`src/rtl/tpw_pkg.sv`:
```
`timescale 1ns / 1ps
`default_nettype none
package tpw_pkg;

  localparam int MAX_POINTS = 256;
  localparam int FRAC_BITS  = 16;
  localparam int IDX_W      = (MAX_POINTS > 1) ? $clog2(MAX_POINTS) : 1;
  localparam int CNT_W      = $clog2(MAX_POINTS + 1);
  localparam int MUL_W      = 34;
  localparam int PROD_W     = 2 * MUL_W;

  localparam logic [1:0] OP_LOAD_CTRL = 2'd0;
  localparam logic [1:0] OP_LOAD_AFF  = 2'd1;
  localparam logic [1:0] OP_WARP      = 2'd2;

  localparam logic [1:0] MS_AFF = 2'd0;
  localparam logic [1:0] MS_SQ  = 2'd1;
  localparam logic [1:0] MS_WGT = 2'd2;

  typedef struct packed {
    logic [1:0]         op;
    logic [7:0]         slot;
    logic signed [31:0] pos_x;
    logic signed [31:0] pos_y;
    logic signed [31:0] pos_z;
    logic signed [31:0] wgt_x;
    logic signed [31:0] wgt_y;
    logic signed [31:0] wgt_z;
  } tpw_in_t;

  typedef struct packed {
    logic signed [31:0] warped_x;
    logic signed [31:0] warped_y;
    logic signed [31:0] warped_z;
  } tpw_out_t;

  typedef struct packed {
    logic [31:0] cx;
    logic [31:0] cy;
    logic [31:0] cz;
    logic [31:0] wx;
    logic [31:0] wy;
    logic [31:0] wz;
  } tpw_ent_t;

  typedef struct packed {
    logic             ld_ctrl;
    logic             ld_aff;
    logic             cap_p;
    logic             mem_rd;
    logic [IDX_W-1:0] rd_idx;
    logic [1:0]       mul_sel;
    logic [1:0]       row;
    logic [1:0]       col;
    logic             acc_prod;
    logic             acc_bias;
    logic             clr_s;
    logic             acc_sq;
    logic             sqrt_init;
    logic             sqrt_step;
    logic             out_load;
  } tpw_cmd_t;

endpackage
`default_nettype wire

```
`src/rtl/tpw_ctrl.sv`:
```
`timescale 1ns / 1ps
`default_nettype none
module tpw_ctrl (
  input  wire logic             clk,
  input  wire logic             rst_n,
  input  wire logic             in_valid,
  output logic                  in_stall,
  input  wire tpw_pkg::tpw_in_t in_data,
  output logic                  out_valid,
  input  wire logic             out_stall,
  input  wire logic             cfg_psel,
  input  wire logic             cfg_penable,
  input  wire logic             cfg_pwrite,
  input  wire logic [2:0]       cfg_paddr,
  input  wire logic [31:0]      cfg_pwdata,
  output logic [31:0]           cfg_prdata,
  output tpw_pkg::tpw_cmd_t     cmd
);

  localparam logic [3:0] S_IDLE    = 4'd0;
  localparam logic [3:0] S_AFF_MUL = 4'd1;
  localparam logic [3:0] S_AFF_ACC = 4'd2;
  localparam logic [3:0] S_BIAS    = 4'd3;
  localparam logic [3:0] S_RD      = 4'd4;
  localparam logic [3:0] S_SQ_MUL  = 4'd5;
  localparam logic [3:0] S_SQ_ACC  = 4'd6;
  localparam logic [3:0] S_SQI     = 4'd7;
  localparam logic [3:0] S_SQRT    = 4'd8;
  localparam logic [3:0] S_W_MUL   = 4'd9;
  localparam logic [3:0] S_W_ACC   = 4'd10;
  localparam logic [3:0] S_DONE    = 4'd11;

  logic [3:0] state_r, state_nxt;
  logic [1:0] row_r, row_nxt, col_r, col_nxt;
  logic [tpw_pkg::CNT_W-1:0] j_r, j_nxt, n_pts;
  logic [4:0] it_r, it_nxt;
  logic [8:0] active_r;
  logic out_valid_r, out_valid_nxt;
  logic accept;

  assign accept   = in_valid && !in_stall;
  assign in_stall = (state_r != S_IDLE);
  assign n_pts    = (32'(active_r) < 32'(tpw_pkg::MAX_POINTS)) ?
                    tpw_pkg::CNT_W'(active_r) : tpw_pkg::CNT_W'(tpw_pkg::MAX_POINTS);
  assign out_valid  = out_valid_r;
  assign cfg_prdata = (cfg_paddr == 3'd0) ? {23'd0, active_r} : 32'd0;

  always_comb begin
    state_nxt     = state_r;
    row_nxt       = row_r;
    col_nxt       = col_r;
    j_nxt         = j_r;
    it_nxt        = it_r;
    out_valid_nxt = out_valid_r && out_stall;
    cmd           = '0;
    cmd.row       = row_r;
    cmd.col       = col_r;
    cmd.rd_idx    = j_r[tpw_pkg::IDX_W-1:0];
    unique case (state_r)
      S_IDLE: begin
        if (accept) begin
          unique case (in_data.op)
            tpw_pkg::OP_LOAD_CTRL:
              cmd.ld_ctrl = (32'(in_data.slot) < 32'(tpw_pkg::MAX_POINTS));
            tpw_pkg::OP_LOAD_AFF:
              cmd.ld_aff = (in_data.slot <= 8'd3);
            tpw_pkg::OP_WARP: begin
              cmd.cap_p = 1'b1;
              row_nxt   = 2'd0;
              col_nxt   = 2'd0;
              state_nxt = S_AFF_MUL;
            end
            default: ;
          endcase
        end
      end
      S_AFF_MUL: begin
        cmd.mul_sel = tpw_pkg::MS_AFF;
        state_nxt   = S_AFF_ACC;
      end
      S_AFF_ACC: begin
        cmd.acc_prod = 1'b1;
        state_nxt    = S_AFF_MUL;
        if (col_r == 2'd2) begin
          col_nxt = 2'd0;
          if (row_r == 2'd2) state_nxt = S_BIAS;
          else row_nxt = row_r + 2'd1;
        end else begin
          col_nxt = col_r + 2'd1;
        end
      end
      S_BIAS: begin
        cmd.acc_bias = 1'b1;
        j_nxt        = '0;
        state_nxt    = (n_pts == '0) ? S_DONE : S_RD;
      end
      S_RD: begin
        cmd.mem_rd = 1'b1;
        cmd.clr_s  = 1'b1;
        col_nxt    = 2'd0;
        state_nxt  = S_SQ_MUL;
      end
      S_SQ_MUL: begin
        cmd.mul_sel = tpw_pkg::MS_SQ;
        state_nxt   = S_SQ_ACC;
      end
      S_SQ_ACC: begin
        cmd.acc_sq = 1'b1;
        if (col_r == 2'd2) begin
          col_nxt   = 2'd0;
          state_nxt = S_SQI;
        end else begin
          col_nxt   = col_r + 2'd1;
          state_nxt = S_SQ_MUL;
        end
      end
      S_SQI: begin
        cmd.sqrt_init = 1'b1;
        it_nxt        = '0;
        state_nxt     = S_SQRT;
      end
      S_SQRT: begin
        cmd.sqrt_step = 1'b1;
        it_nxt        = it_r + 5'd1;
        if (it_r == 5'd31) state_nxt = S_W_MUL;
      end
      S_W_MUL: begin
        cmd.mul_sel = tpw_pkg::MS_WGT;
        state_nxt   = S_W_ACC;
      end
      S_W_ACC: begin
        cmd.acc_prod = 1'b1;
        if (col_r == 2'd2) begin
          col_nxt   = 2'd0;
          j_nxt     = j_r + 1'b1;
          state_nxt = (j_r + 1'b1 == n_pts) ? S_DONE : S_RD;
        end else begin
          col_nxt   = col_r + 2'd1;
          state_nxt = S_W_MUL;
        end
      end
      S_DONE: begin
        if (!out_valid_r || !out_stall) begin
          cmd.out_load  = 1'b1;
          out_valid_nxt = 1'b1;
          state_nxt     = S_IDLE;
        end
      end
      default: state_nxt = S_IDLE;
    endcase
  end

  always_ff @(posedge clk) begin
    if (!rst_n) begin
      state_r     <= S_IDLE;
      out_valid_r <= 1'b0;
      active_r    <= 9'd1;
      row_r       <= '0;
      col_r       <= '0;
      j_r         <= '0;
      it_r        <= '0;
    end else begin
      state_r     <= state_nxt;
      out_valid_r <= out_valid_nxt;
      row_r       <= row_nxt;
      col_r       <= col_nxt;
      j_r         <= j_nxt;
      it_r        <= it_nxt;
      if (cfg_psel && cfg_penable && cfg_pwrite && cfg_paddr == 3'd0) begin
        active_r <= cfg_pwdata[8:0];
      end
    end
  end

endmodule
`default_nettype wire

```
`config.mk`:
```
export PLATFORM = sky130hd
export DESIGN_NAME = tpw_ctrl
export DESIGN_NICKNAME = d
export VERILOG_FILES = /design/src/rtl/tpw_pkg.sv /design/src/rtl/tpw_ctrl.sv
export SDC_FILE = /design/constraint.sdc
export NUM_CORES = 1
export LEC_CHECK = 0
export BUFFER_PORTS_ARGS = -buffer_cell sky130_fd_sc_hd__buf_4
export CORE_AREA = 2 2 118 120
export DETAILED_ROUTE_END_ITERATION = 6
export DIE_AREA = 0 0 120 122
export GPL_TIMING_DRIVEN = 1
export HOLD_SLACK_MARGIN = 0.15
export PLACE_DENSITY = 0.51
export RECOVER_POWER = 25
export SETUP_SLACK_MARGIN = 0.02
export SYNTH_ARGS = -nofsm -noshare
export SYNTH_HDL_FRONTEND = slang
export SYNTH_SLANG_ARGS = --single-unit
export TNS_END_PERCENT = 10
```
`constraint.sdc`:
```
create_clock -name clk -period 3.2 [get_ports clk]
set_input_delay 0.16 -clock clk [delete_from_list [all_inputs] [get_ports clk]]
set_output_delay 0.16 -clock clk [all_outputs]
set_load 0.03 [all_outputs]
```
==> impl_metrics.py <==
metrics = {
    "pwr": {
        "power.share.clock_pct": 45.6,
        "seqPwrFrac_pct": 40.9,
        "p_leak_nw": 1.17,
        "swShare_pct": 27.0,
        "switching_power_uw": 273,
        "power_density_nw_per_um2": 336,
        "ir_drop_mv": 0.133,
        "intPower_uw": 739,
        "pwr-share-comb_pct": 13.5,
    },
    "cells_and_area": {
        "antenna_cells": 0,
        "layout-drive-gt1-share_pct": 18.9,
        "final_cell_mix": "buf_4, nand2_1, dfxtp_1, nor2_1, conb_1",
        "area_growth_pct": 25.1,
        "final_common_cell": "buf_4",
        "nets": 618,
    },
    "min_path": {
        "min-delay-path-class": "primary input to register",
    },
    "route": {
        "drc": 0,
        "vias": 2303,
        "wl_per_cell_um": 11.6,
        "drtIter0Drc": 138,
        "wl_um": 6400,
        "first_pass_iters": 4,
        "ant_nets": 0,
        "viasPerCell": 4.18,
    },
    "place": {
        "io_buffer_count": 62,
        "place_congestion": 0.773,
        "detailedPlace.worstSlack_ns": 0.792,
        "dp_hpwl_um": 4940,
    },
    "cts": {
        "clk_pin_slew_ns": 0.06,
        "clock-sinks": 32,
        "root_buffer": "clkbuf_16",
        "tritoncts": "done",
        "clk_latency_ns": 0.28,
        "htreeDepth": 2,
        "cts_setup_buffers": 0,
        "cts_buffers": 5,
        "clock_path_buffers": 2,
    },
    "grt": {
        "use_met3_pct": 2.15,
        "grt_pass1_vias": 2205,
        "grt_max_degree": 35,
        "grt.met2_usage_pct": 14.6,
        "grt_first_pass_wirelength_um": 10400,
        "grt.busiest_layer": "met2",
        "antenna_found_initial": 0,
        "track_usage_pct": 8.64,
        "grt_overflow": 0,
        "grtUsageMet1_pct": 10.6,
    },
    "sta": {
        "setup-violations-final": 0,
        "slew_headroom_pct": 49.6,
        "timing.final.crit_share_pct": 76.4,
        "period_minus_slack_ns": 2.44,
        "tightest_slew_ns": 0.750,
        "fmax_mhz": 409,
        "grt_setup_unrepaired": "no",
        "drv_slew": 0,
        "skew_ns": 0.00637,
        "tns_ns": 0,
        "finalWorstSetupSlack_ns": 0.756,
        "finalHoldViolations": 0,
    },
    "logic_synthesis": {
        "avgSynthCellArea_um2": 7.49,
        "netlist.area_leader.share_pct": 26.6,
        "yosysSeqAreaShare_pct": 26.6,
        "synth_seq_cells": 32,
        "synth_edf_count": 0,
        "ys.warnings.count": 0,
        "synthCells": 322,
        "synthArstFlopShare_pct": 0,
        "synth_area_leaders": "dfxtp_1, buf_4, nand2_1",
        "synth_area_um2": 2410,
        "synth_ff_type": "dfxtp_1",
        "synth_largest_area_cell": "dfxtp_1",
        "ys_types": 58,
    },
    "floorplanning": {
        "chipWidth_um": 120,
        "initial_core_util_pct": 17.9,
        "die_y_um": 122,
        "boundaryPins": 303,
        "rows": 43,
        "core-area_um2": 13500,
        "die_area_um2": 14600,
    },
    "flow_run": {
        "cap_viol_max_count": 0,
    },
    "status": {
        "run_status": "finished, final reports clean",
    },
    "setup_path": {
        "path_class": "register to register",
        "crit_arrival_ns": 2.61,
        "cpPeakStageDelay_ns": 0.48,
        "crit_path_top_delay_cell": "dfxtp_1",
        "critPathMaxFanout": 9,
        "critical_path.cell_chain": "ha_1, nand4_1, o211a_1, o311a_1, nor4_2, o211ai_2, a31o_1",
        "crit_required_ns": 3.37,
        "endpoint_kind": "register",
        "r2r_setup_slack_ns": 0.76,
        "startpoint_type": "register",
    },
}
## power groups by stage
stage	Sequential (mW)	Combinational [mW]	Clock, mW
floorplan	0.416	0.113	0
global placement	0.422	0.131	0
detailed placement	0.422	0.132	0
CTS	0.414	0.137	0.474
global route	0.415	0.148	0.490
finish	0.414	0.136	0.462
## flip-flops by register name, summed over array words and instances, names as in the netlist
name / cells
active_r: 9
col_r: 2
it_r: 5
j_r: 9
out_valid: 1
row_r: 2
state_r: 4
## metrics by stage
stage / utilization, % / cell area (um^2) / instances / power [mW] / hold WS [ns]
global route: 22.3 / 3020 / 551 / 1.05 / 0.162
floorplan: - / 2490 / 344 / 0.529 / 0.284
CTS: 22.7 / 3070 / 551 / 1.02 / 0.150
global placement: 21.3 / 2870 / 538 / 0.553 / 0.378
detailed placement: 21.3 / 2870 / 538 / 0.554 / 0.378
finish: 22.3 / 3020 / 551 / 1.01 / 0.148
## synthesized netlist by cell type, types with 3 or more instances
cell and count:
a21oi_1 16, inv_1 8, ha_1 4, nand2_1 39
nand4_1 6, dfxtp_1 32, and2_1 11, nor3_1 8
nand2b_1 5, and4_1 3, or2_2 4, clkbuf_1 13
nor4_1 3, and3_1 3, xnor2_1 4, nor2_1 23
o21ai_0 18, a22oi_1 3, or4_1 3, nand3_1 10
nor2b_1 14, a21boi_0 13, buf_4 34, a31oi_1 3
## path summary, 6_finish.rpt
check,startpoint,end,cells past startpoint
worst max-delay path,j_r[0],state_r[2],7
worst min-delay path,cfg_pwdata[2],active_r[2],3
worst max register to register,j_r[0],state_r[2],7
worst min register to register,active_r[2],active_r[2],2
## worst max-delay path: cells and delay by family (launching register included)
kind | cells | cell delay, ns
and+or+nand+nor | 2 | 0.48
DFF | 1 | 0.48
AOI/OAI and AO/OA | 4 | 1.02
adders and majority gates | 1 | 0.35
## layer usage
| layer | wire length, um | vias to the layer above |
|---|---|---|
| met4 | 82 | 0 |
| met3 | 261 | 6 |
| met1 | 2940 | 1068 |
| met2 | 3110 | 49 |
| met5 | 0 | - |
| li1 | - | 1180 |
## cell families after synthesis
group | Yosys count | synth area share [%]
mux | 2 | 0.830
buf+inv | 57 | 14.5
fa+ha+maj | 4 | 2.07
flops | 32 | 26.6
other cells | 1 | 0.155
xor+xnor | 5 | 2.54
simple gates | 147 | 33.1
compound gates | 74 | 20.2
## final cells by class
class	instances	area [um^2]
repair buffers	68	474
multi-input cells	255	1500
clock inverters	3	18.8
flip-flops and latches	32	641
clock buffers	5	125
inverters	8	30.0
fillers	1480	10500
well taps	180	225
## repair_timing
item                                   in CTS  in global routing
endpoints found under the hold margin       5                  0
setup endpoints to repair                   0                  0
hold buffers                                5                  0
gates resized for setup                     0                  0
Power figures use the tool's default switching activity.
